## src/hdl/fot_pkg.sv

```systemverilog
// shared widths, types and register indexes for the field occlusion test
package fot_pkg;

  localparam int CW      = 24;          // coordinate width
  localparam int RW      = 23;          // register and radius width
  localparam int XW      = CW + 2;      // widened signed working width
  localparam int PW      = 2 * XW;      // product width
  localparam int MH      = PW / 2;      // partial product split
  localparam int MQ_DEPTH = 4;
  localparam int MQ_AW    = $clog2(MQ_DEPTH);
  localparam int OQ_DEPTH = 8;
  localparam int OQ_AW    = $clog2(OQ_DEPTH);

  localparam logic [1:0] REG_HALF_LENGTH = 2'd0;
  localparam logic [1:0] REG_NET_DEPTH   = 2'd1;
  localparam logic [1:0] REG_HALF_WIDTH  = 2'd2;

  typedef struct packed {
    logic [RW-1:0] half_length;
    logic [RW-1:0] net_depth;
    logic [RW-1:0] half_width;
  } fot_cfg_t;

  typedef struct packed {
    logic                 rej;
    logic                 w_pos;
    logic                 l_pos;
    logic signed [XW-1:0] cz;
    logic signed [XW-1:0] dx;
    logic signed [XW-1:0] dy;
    logic signed [XW-1:0] dz;
    logic signed [XW-1:0] b0;
    logic signed [XW-1:0] b1;
    logic signed [XW-1:0] b2;
    logic signed [XW-1:0] b3;
    logic [RW-1:0]        r;
  } fot_item_t;

  typedef struct packed {
    logic full;
    logic empty;
  } fot_qctl_t;

endpackage

```

## src/hdl/fot_mid_queue.sv

```systemverilog
// short queue between front and back
module fot_mid_queue (
  input  logic               clk,
  input  logic               rst_n,
  input  logic               push,
  input  fot_pkg::fot_item_t item_in,
  input  logic               pop,
  output fot_pkg::fot_item_t item_out,
  output fot_pkg::fot_qctl_t st
);

  fot_pkg::fot_item_t mem [fot_pkg::MQ_DEPTH];
  logic [fot_pkg::MQ_AW-1:0] wr_r, rd_r;
  logic [fot_pkg::MQ_AW:0]   cnt_r;

  assign st.full  = (cnt_r == (fot_pkg::MQ_AW+1)'(fot_pkg::MQ_DEPTH));
  assign st.empty = (cnt_r == '0);
  assign item_out = mem[rd_r];

  always_ff @(posedge clk) begin
    if (push) begin
      mem[wr_r] <= item_in;
    end
  end

  always_ff @(posedge clk) begin
    if (!rst_n) begin
      wr_r  <= '0;
      rd_r  <= '0;
      cnt_r <= '0;
    end else begin
      if (push) wr_r <= wr_r + 1'b1;
      if (pop)  rd_r <= rd_r + 1'b1;
      if (push && !pop)      cnt_r <= cnt_r + 1'b1;
      else if (!push && pop) cnt_r <= cnt_r - 1'b1;
    end
  end

endmodule

```

## config.mk

```make
export PLATFORM = sky130hd
export DESIGN_NAME = fot_mid_queue
export DESIGN_NICKNAME = d
export VERILOG_FILES = /design/src/hdl/fot_pkg.sv /design/src/hdl/fot_mid_queue.sv
export SDC_FILE = /design/constraint.sdc
export NUM_CORES = 1
export LEC_CHECK = 0
export ABC_AREA = 0
export BUFFER_PORTS_ARGS = -buffer_cell sky130_fd_sc_hd__buf_2
export CORE_MARGIN = 8
export CORE_UTILIZATION = 50
export DETAILED_ROUTE_END_ITERATION = 8
export GPL_TIMING_DRIVEN = 0
export PLACE_DENSITY = 0.7
export SYNTH_ARGS = -nofsm -noshare
export SYNTH_HDL_FRONTEND = slang
export SYNTH_SLANG_ARGS = --single-unit
```

## constraint.sdc

```tcl
create_clock -name clk -period 18.1 [get_ports clk]
set_input_delay 0 -clock clk [delete_from_list [all_inputs] [get_ports clk]]
set_output_delay 0 -clock clk [all_outputs]
set_load 0.005 [all_outputs]
```

== After elaboration in Yosys (flattened, before gate mapping) ==
Memories as Yosys holds them, arrays and structs flattened. A register that Yosys moved wholly into a read port is not among the register bits.
Cells that the tools add are included.

* Add/subtract/negate cells: 4
* Eq/ne operators: 1
* Muxes and demuxes: 6
* Reductions and logical operators: 6

{| class="wikitable"
|+ Operator list
! kind !! number
|-
| 3-bit two-way mux || 2
|-
| 2-bit by 1-bit adder with 2-bit output (second input constant) || 2
|-
| 2-bit two-way mux || 2
|-
| 3-bit by 1-bit adder with 3-bit output (second input constant) || 1
|-
| 3-bit == test (second input constant) || 1
|-
| 3-bit zero test || 1
|-
| 3-bit by 1-bit subtractor with 3-bit output (second input constant) || 1
|-
| 1-bit logical AND || 2
|-
| 1-bit zero test || 2
|-
| 1-bit two-way mux || 2
|-
| 2-bit nonzero test || 1
|}

* Register bits: 7
* RAM bits: 936
* Input bits: 238
* Output and inout bits: 236
* Word-level logic and storage cells: 21
* Memories: 1

{| class="wikitable"
|+ Memories
! name !! depth !! width !! rd ports !! clocked after Yosys merged registers in !! wr ports !! line !! source
|-
| mem || 4 || 234 || 1 || 1 || 1 || fot_mid_queue.sv:12 || <nowiki>fot_pkg::fot_item_t mem [fot_pkg::MQ_DEPTH];</nowiki>
|}

== Depth between registers and ports, before layout ==
* Word-level depth: 4
* Gate-level depth with buffers: 7
* Depth with buffers taken out: 7

== Worst setup path before layout ==
No wires, ideal clock.

* Path kind: flip-flop to flip-flop
* Start point: reg wr_r[0] (netlist name)
* End point: mem mem[0][0] (netlist name), enable pin
* Arrival: 5,851 ps
* Required time: 17,477 ps
* Slack: 11,626 ps
* Stages on the path, launching flop included: 4
* Path buffers: 0
* Clock period less this slack: 6,474 ps
* Path through: dfxtp_1 -> inv_1 -> ha_1 -> and2_1

{| class="wikitable"
|+ RTL lines
! what !! line !! source
|-
| from (decl) || fot_mid_queue.sv:13 || <nowiki>logic [fot_pkg::MQ_AW-1:0] wr_r, rd_r;</nowiki>
|-
| from (signal assigned) || fot_mid_queue.sv:32 || <nowiki>if (push) wr_r <= wr_r + 1'b1;</nowiki>
|-
| to (decl) || fot_mid_queue.sv:12 ||
|}

Straight into the memory's write port.

==> metrics <==
status finished clean; critical path type reg -> out; # fillers 4,431; Cell variety after synth 21; total global-route track usage 18.93%; Area Overhead vs Synth 27.50%; Max Freq 373.6 MHz; row count 96; period utilization 14.79%; cell-by-cell listing of the critical path buf_2 -> buf_2 -> buf_2 -> mux4_2 -> buf_2; Slew Limit Fails 0; I/O pin cnt 474; setup slack, reg-to-reg 15.88 ns; die height 277.5 um; IR drop worst, VDD 0.1071 mV; share of cells above drive strength 1 41.93%; GRT overflow 0; Crit-path slowest cell buf_2; setup TNS 0 ns; synthesized flop and latch total 945; DRT iter0 DRCs 1,298; most frequent cells in the layout edfxtp_1 (936), buf_2 (499), dlygate4sd3_1 (240), mux4_2 (234), clkbuf_16 (98); GPL Wtd Cong 0.7445; PwrDens 112.7 mW/mm^2; via count 16,565; fin cells 3,056; Sink Count 945; most frequent CP cell buf_2; R2R Path End mem[0][68]; yosys warns 0; skew final 0.01973 ns; NumNets Final 2,338; Initial Util 50.21%; worst-path fanout max 11; fin crit period 2.676 ns; Hold Path Sink mem[0][30]; TritonCTS buffer count 96; DRC Markers 0; register area 0.02829 mm^2; Hold WS 0.1081 ns; post-synthesis average cell area 27.03 um^2; WL per Instance 24.33 um; clk_lat worst skew 0.64 ns; crit end category output pin; R2R cell count 5; CP required 18.10 ns; synthesized instance count 1,265; worst-margin pin slew 0.7238 ns; die area 0.07701 mm^2; CP max stage delay 0.40 ns; syn nets 1,509; worst hold stages 2; core area 0.06811 mm^2; CTS tree built; clk slew on worst S/H paths 0.06 ns; Clock Tree Buf Depth 3; port bufs 473; Routed Wire Length 74.35 mm; Die Wd 277.5 um; Startpoint Class flop; arrival time worst endpoint 2.68 ns; Routed Antenna Nets 0; Core Util, Final 64.01%; Slew HR 51.75%; largest net degree at the start of global routing 58; Placed Instances 2,638; reg-to-reg startpoint wr_r[0]; H-tree Lvls 3; Hold Path Class in -> reg; HPWL Detailed 46.45 mm; MaxCap Viol Count 0; vias per cell 5.420; Setup violations, final 0; post-synthesis sequential area ratio 82.73%; multi-input combinational cell area 0.005530 mm^2; commonest non-fill, non-tap cell in the layout edfxtp_1; root buffer cell clkbuf_16; Leak Pwr 14.88 nW; first-pass GRT wire length 110.9 mm; drt pass-1 iters 5; initial antenna violation count 11; Synth Cell Area 0.03419 mm^2; RSZ-0062 raised after global routing no; number of global-route vias before repair 17,864; hold_sp item_in[30]; Final Hold Fails 0
worst max path at each step:
stage	from	depth (start not counted)	to
finish	flop	5	item_out[69]
global route	flop	5	item_out[67]
CTS	flop	5	item_out[69]
detailed placement	wr_r[0]	5	mem[0][165]
global placement	wr_r[0]	3	mem[0][165]
floorplan	wr_r[0]	3	mem[0][0]
where the power goes:
| part | internal, mW | total [mW] | switching [mW] |
|---|---|---|---|
| Sequential | 2.52 | 2.54 | 0.0218 |
| Combinational | 0.251 | 0.504 | 0.253 |
| Clock | 1.07 | 1.87 | 0.804 |
| Total | 3.83 | 4.91 | 1.08 |
metal layers:
metal | routed length (um) | global-route usage (%) | part of all wire [%] | up-vias
met4 | 1861 | 6.101 | 2.5 | 6
met2 | 37460 | 31.50 | 50 | 629
li1 | - | - | - | 7185
met1 | 28940 | 24.04 | 39 | 8634
met3 | 6053 | 5.504 | 8.1 | 111
met5 | 33 | 0 | 0.044 | -
worst max-delay path: cells and delay by family, from the launching register on:
kind                   cells  cell delay [ns]
multiplexers               1             0.38
flip-flops                 1             0.31
buffers and inverters      4             1.35
synth_stat cells:
library cell	instances	area share [%]
buf_2	26	0.38
edfxtp_1	936	82
dfxtp_1	9	0.53
inv_1	4	0.044
mux2i_1	2	0.059
a21boi_0	1	0.022
nor3_1	1	0.015
nor3b_1	1	0.022
or3_1	1	0.018
buf_1	1	0.011
buf_6	19	0.63
xor2_1	3	0.077
mux4_2	234	15
and2_1	9	0.16
ha_1	5	0.18
nand2_1	1	0.011
nor2b_1	2	0.037
xnor2_1	2	0.051
o21ai_0	1	0.015
clkbuf_1	6	0.066
fa_1	1	0.059
cell families after synthesis:
group	Yosys count	share of synthesized area [%]
flops	945	82.73
mux	236	15.47
buf+inv	56	1.127
simple gates	15	0.2671
fa+ha+maj	6	0.2415
xor+xnor	5	0.1281
compound gates	2	0.03659
per-stage QoR:
step	setup WS (ns)	power (mW)	area (um^2)
3_5_place_dp	15.84	3.049	38150
2_1_floorplan	11.63	2.838	34190
6_report	15.42	4.912	43590
5_1_grt	15.26	5.078	43570
3_3_place_gp	7.141	3.068	37660
4_1_cts	15.27	4.961	43570
area by class of cell:
| cell class | instances | share of cell area, % |
|---|---|---|
| multi-input combinational | 264 | 12.69 |
| buffer | 52 | 0.8495 |
| clock buffer | 116 | 5.780 |
| sequential | 945 | 64.89 |
| clock inverter | 51 | 1.125 |
| tap | 882 | 2.531 |
| inverter | 4 | 0.03444 |
| antenna | 11 | 0.06314 |
| timing repair buffer | 731 | 12.04 |
state kept, by name, indices dropped and copies added (netlist names), named ones only:
register	cells
cnt_r	3
mem	936
rd_r	2
wr_r	2
repair_timing:
| item | in CTS | in global routing |
|---|---|---|
| hold buffers | 240 | 0 |
| hold endpoints to repair | 976 | 0 |
| setup buffers | 0 | 0 |
| resized for setup | 0 | 0 |
No activity file was read; power rests on OpenSTA's default activity.
