## src/hdl/fot_pkg.sv

```systemverilog
// shared widths, types and register indexes for the field occlusion test
package fot_pkg;

  localparam int CW      = 24;          // coordinate width
  localparam int RW      = 23;          // register and radius width
  localparam int XW      = CW + 2;      // widened signed working width
  localparam int PW      = 2 * XW;      // product width
  localparam int MH      = PW / 2;      // partial product split
  localparam int MQ_DEPTH = 4;
  localparam int MQ_AW    = $clog2(MQ_DEPTH);
  localparam int OQ_DEPTH = 8;
  localparam int OQ_AW    = $clog2(OQ_DEPTH);

  localparam logic [1:0] REG_HALF_LENGTH = 2'd0;
  localparam logic [1:0] REG_NET_DEPTH   = 2'd1;
  localparam logic [1:0] REG_HALF_WIDTH  = 2'd2;

  typedef struct packed {
    logic [RW-1:0] half_length;
    logic [RW-1:0] net_depth;
    logic [RW-1:0] half_width;
  } fot_cfg_t;

  typedef struct packed {
    logic                 rej;
    logic                 w_pos;
    logic                 l_pos;
    logic signed [XW-1:0] cz;
    logic signed [XW-1:0] dx;
    logic signed [XW-1:0] dy;
    logic signed [XW-1:0] dz;
    logic signed [XW-1:0] b0;
    logic signed [XW-1:0] b1;
    logic signed [XW-1:0] b2;
    logic signed [XW-1:0] b3;
    logic [RW-1:0]        r;
  } fot_item_t;

  typedef struct packed {
    logic full;
    logic empty;
  } fot_qctl_t;

endpackage

```

## src/hdl/fot_front.sv

```systemverilog
// front end: early rejects, sphere lift and plane operands
module fot_front (
  input  fot_pkg::fot_cfg_t                cfg,
  input  logic signed [fot_pkg::CW-1:0]    cam_x,
  input  logic signed [fot_pkg::CW-1:0]    cam_y,
  input  logic signed [fot_pkg::CW-1:0]    cam_z,
  input  logic signed [fot_pkg::CW-1:0]    obj_x,
  input  logic signed [fot_pkg::CW-1:0]    obj_y,
  input  logic signed [fot_pkg::CW-1:0]    obj_z,
  input  logic [fot_pkg::RW-1:0]           obj_radius,
  output fot_pkg::fot_item_t               item
);

  logic signed [fot_pkg::XW-1:0] l_s, w_s, cx, cy, cz, ox, oy, oz, r_s, ozc;
  logic cam_in, obj_in, opp;

  always_comb begin
    l_s = fot_pkg::XW'(cfg.half_length) + fot_pkg::XW'(cfg.net_depth);
    w_s = fot_pkg::XW'(cfg.half_width);
    cx  = fot_pkg::XW'(cam_x);
    cy  = fot_pkg::XW'(cam_y);
    cz  = fot_pkg::XW'(cam_z);
    ox  = fot_pkg::XW'(obj_x);
    oy  = fot_pkg::XW'(obj_y);
    oz  = fot_pkg::XW'(obj_z);
    r_s = fot_pkg::XW'(obj_radius);

    cam_in = (cx > -l_s) && (cx < l_s) && (cy > -w_s) && (cy < w_s);
    obj_in = (ox > -l_s) && (ox < l_s) && (oy > -w_s) && (oy < w_s);
    opp    = ((cx < -l_s) && (ox > l_s)) || ((cx > l_s) && (ox < -l_s)) ||
             ((cy < -w_s) && (oy > w_s)) || ((cy > w_s) && (oy < -w_s));

    // keep the sphere above the ground
    ozc = (oz < r_s) ? r_s : oz;

    item.rej   = (cam_in && !obj_in) || opp;
    item.w_pos = (w_s != '0);
    item.l_pos = (l_s != '0);
    item.cz    = cz;
    item.dx    = ox - cx;
    item.dy    = oy - cy;
    item.dz    = ozc - cz;
    item.b0    = l_s + cx;
    item.b1    = l_s - cx;
    item.b2    = w_s - cy;
    item.b3    = w_s + cy;
    item.r     = obj_radius;
  end

endmodule

```

## config.mk

```make
export PLATFORM = sky130hd
export DESIGN_NAME = fot_front
export DESIGN_NICKNAME = d
export VERILOG_FILES = /design/src/hdl/fot_pkg.sv /design/src/hdl/fot_front.sv
export SDC_FILE = /design/constraint.sdc
export NUM_CORES = 1
export LEC_CHECK = 0
export BUFFER_PORTS_ARGS = -buffer_cell sky130_fd_sc_hd__buf_2
export CORE_UTILIZATION = 45
export DETAILED_ROUTE_END_ITERATION = 10
export PLACE_DENSITY = 0.72
export SLEW_MARGIN = 20
export SYNTH_ARGS = -nofsm -noshare
export SYNTH_HDL_FRONTEND = slang
export SYNTH_SLANG_ARGS = --single-unit
```

## constraint.sdc

```tcl
create_clock -name vclk -period 8.64
set_input_delay 0.432 -clock vclk [all_inputs]
set_output_delay 0.432 -clock vclk [all_outputs]
set_load 0.05 [all_outputs]
```

Word-level counts from Yosys, hierarchy flattened. Index checks and enable logic that the tools add are counted.

Input port bits: 236. Logic and storage cells: 46. Output and inout port bits: 234. Flip-flop bits (word level): 0.

Order comparisons: 17. Reductions and logical operators: 18. $add $sub $neg: 10. Multiplexer cells: 1.

Operator list (number): greater-than comparator 24 x 26 -> 1 bit (4); < comparator 24 x 26 -> 1 bit (4); subtractor 24 x 24 -> 25 bit (3); < comparator 24 bit (3); greater-than comparator 24 x 25 -> 1 bit (2); < comparator 24 x 25 -> 1 bit (2); greater-than comparator 24 bit (2); adder 25 x 24 -> 26 bit (1); 2-to-1 mux 26 bit (1); negator 23 -> 26 bit (1); negator 24 -> 26 bit (1); nonzero test 26 bit (1); subtractor 25 x 24 -> 26 bit (1); subtractor 26 x 24 -> 26 bit (1); adder 24 x 24 -> 25 bit (1); adder 23 x 23 -> 24 bit (1); nonzero test 23 bit (1); logical AND 1 bit (11); logical OR 1 bit (4); zero test 1 bit (1).

Depth between registers and ports, before layout.
Word-level depth: 9. Mapped depth: 34.

Least setup slack after synthesis. Ideal clock, no wire load.

Kind: in2out. Start point: in obj_radius[1] (netlist bit). End point: out item[151] (netlist bit). Cell stages on the path: 34. Setup slack: 1.551 ns. Path buffers: 2. Arrival: 6.657 ns. Cells stage by stage: inv_1 -> ha_1 -> a21o_1 -> a21o_1 -> a21o_1 -> a21o_1 -> a21o_1 -> a21o_1 -> a21o_1 -> a21o_1 -> a21o_1 -> a21oi_1 -> o21ai_0 -> a21oi_1 -> ha_1 -> clkbuf_1 -> clkbuf_1 -> mux2i_1 -> ha_1 -> inv_1 -> fa_1 -> a21o_1 -> a21oi_1 -> o21ai_0 -> a21oi_1 -> o21bai_1 -> a221o_1 -> nand3b_1 -> a31oi_1 -> o31a_1 -> o31a_1 -> o21a_1 -> o21ai_0 -> a41o_1.

RTL lines: from (decl) (line fot_front.sv:10) `input logic [fot_pkg::RW-1:0] obj_radius,`; to (decl) (line fot_front.sv:11) `output fot_pkg::fot_item_t item`.

==> qor.txt <==
DRC Markers = 0
diode count = 0
PwrDens = 167 nW/um^2
Layout clock buffers = 0
detailed-route via count = 16300
Req. time, crit path = 8.21 ns
crit end category = output port
post-synth cell types = 83
switching power = 2030 uW
Post-Synthesis Cells = 2065
fraction of layout cells with a size suffix above 1 = 21.6%
router iterations before antenna repair = 5
area grow syn2layout = 15.8%
Ys Warns = 0
GRT overflow = 0
Cell Count Post-Placement = 2883
crit path kind = primary input to output port
Avg Inst Size Synth = 7.19 sq um
internal power = 840 uW
global-route wire length before repair = 78400 microns
dpl hpwl = 45600 microns
RSZ-0062 raised after global routing = no
CORE AREA = 32500 sq um
die width = 184 microns
num rows = 66
clock network power share = 0%
syn_nets = 2671
nets = 3049
worst-margin pin slew = 0.906 ns
status = finished, final reports clean
antenna-violating nets left = 0
fin crit period = 7.47 ns
max-slew violation count = 0
Final GP Congestion = 1.00
PostCTS Resize Cnt = 0
FF+latch area = 0 sq um
FMAX = 0.134 GHz
total power = 2870 uW
Leakage Power = 0.00911 uW
fillers = 3226
wire per inst = 17.7 microns
slew margin rel. = 39.0%
sequential element share of the synthesized area = 0%
die area = 33700 sq um
Logic pwr share = 100.0%
critical path arrival = 7.04 ns
Post-CTS Hold Buffers = 0
Port Buffers = 470
Post-Route WL = 51000 microns
final hold violation count = 0
Net Sw Frac = 70.7%
IR drop worst, VDD = 0.000203 V
die height = 184 microns
Initial Util = 45.7%
largest net degree at the start of global routing = 20
initial antenna violation count = 1
DR iter-0 viols = 904
fin cells = 2883
Mapped Area = 14800 sq um
Seq Cell Count = 0
drt via density = 5.65
CP Max Fanout = 7
setup bufs post-CTS = 0
Critical Path Source Type = primary input
setup tns final = 0 ns
Tcrit/Tclk final = 86.5%
Total Routing Usage GR = 28.7%
Final Setup Violations = 0
Max-Cap Viols = 0
Hold Path Class = primary input to output port
number of I/O pins = 470
vias in the first global route = 15500
Flop pwr share = 0%
[through the flow]
step                      hold WS [ns]  area, sq um  utilization, %  setup WS [ns]
after global placement            1.17        17200            53.0           1.45
after floorplan                   1.03        14800               -           1.55
after global routing              1.17        17200            53.0          0.480
after CTS                         1.17        17200            53.0           1.25
final                             1.17        17200            53.0           1.17
after detailed placement          1.17        17200            53.0           1.25
[critical path, stage by stage]
cell	delay, ns
buf_2	0.10
ha_1	0.41
a21o_1	0.27
a21o_1	0.19
a221oi_1	0.46
a21boi_0	0.18
o21ai_0	0.45
a211oi_1	0.15
nor3_1	0.64
clkinv_1	0.46
or3_1	0.52
nor2_1	0.16
xnor2_1	0.11
ha_1	0.31
nand3_1	0.08
nor2_1	0.14
nand2_1	0.11
or3_1	0.32
a21boi_0	0.18
nor2_1	0.06
a2111oi_0	0.28
a211oi_1	0.13
o41ai_1	0.36
a221o_1	0.19
buf_2	0.32
[power by group through the flow]
stage	sequential (uW)	clock, uW	combinational, uW
after floorplan	0	0	2170
after global placement	0	0	2820
after detailed placement	0	0	2840
after CTS	0	0	2860
after global routing	0	0	3070
final	0	0	2870
[cell usage after synthesis (5+ instances only)]
| cell type | number | area share (%) |
|---|---|---|
| nor3_1 | 59 | 2.0 |
| buf_4 | 56 | 2.8 |
| mux2_2 | 23 | 1.7 |
| o31ai_1 | 11 | 0.56 |
| o21bai_1 | 23 | 1.2 |
| inv_1 | 240 | 6.1 |
| clkbuf_1 | 38 | 0.96 |
| a311oi_1 | 5 | 0.30 |
| or3_1 | 19 | 0.80 |
| or2_2 | 13 | 0.55 |
| xor2_1 | 42 | 2.5 |
| a31oi_1 | 13 | 0.55 |
| ha_1 | 362 | 31 |
| a2111oi_0 | 9 | 0.53 |
| a211oi_1 | 17 | 0.86 |
| nand2_1 | 92 | 2.3 |
| nor2_1 | 182 | 4.6 |
| a21o_1 | 76 | 3.8 |
| o21a_1 | 38 | 1.9 |
| and2_1 | 14 | 0.59 |
| nor4_1 | 19 | 0.80 |
| a211o_1 | 6 | 0.35 |
| nand2b_1 | 27 | 1.1 |
| nor2b_1 | 39 | 1.6 |
| xnor2_1 | 141 | 8.3 |
| or4_1 | 6 | 0.30 |
| a31o_2 | 7 | 0.41 |
| o21ai_0 | 101 | 3.4 |
| and3_1 | 16 | 0.67 |
| nand3_1 | 42 | 1.4 |
| fa_1 | 8 | 1.1 |
| nor3b_1 | 7 | 0.35 |
| o31a_1 | 11 | 0.65 |
| a221o_1 | 8 | 0.54 |
| nand4_1 | 38 | 1.6 |
| nand3b_1 | 8 | 0.40 |
| a21oi_1 | 139 | 4.7 |
| o211ai_1 | 7 | 0.35 |
| a21boi_0 | 17 | 0.86 |
| o41ai_1 | 5 | 0.30 |
[routing by layer]
metal  share of wire [%]  GRT usage [%]  up-vias
li1                    -              -     8100
met5               0.022              0        -
met3                 6.7           4.24       99
met1                  43           35.5     7513
met2                  48           51.3      581
met4                 3.0           7.80        2
[final cells by class]
cell class,count,area [sq um],area share (%)
Multi-Input combinational cell,1726,13400,77.7
Timing Repair Buffer,472,2370,13.8
Inverter,243,912,5.31
Tap cell,442,553,3.22
[path summary, 6_finish.rpt]
path  cells after the start      start  slack (ns)         to
max                      25    cfg[34]        1.17  item[233]
min                       2  cam_z[21]        1.17  item[226]
[cells in the final DEF, fill, tap and decap left out, types with 23 or more instances in the layout]
cell      Yosys  routed
o21bai_1     23      23
nand4_1      38      38
nand2_1      92      92
a21oi_1     139     139
buf_2         2     470
xnor2_1     141     141
xor2_1       42      42
nor3_1       59      59
o21a_1       38      38
nand3_1      42      42
o21ai_0     101     101
mux2_2       23      23
nand2b_1     27      27
nor2b_1      39      39
ha_1        362     362
nor2_1      182     182
inv_1       240     240
a21o_1       76      76
[cell families after synthesis]
logic type               Yosys count  share of synthesized area [%]
adder cells (fa/ha/maj)          373                           31.8
buffers and inverters            339                           10.0
XOR/XNOR                         188                           11.6
AO/OA/AOI/OAI                    544                           24.6
AND/OR/NAND/NOR                  597                           20.2
multiplexers                      24                           1.81
Power figures use the tool's default switching activity.
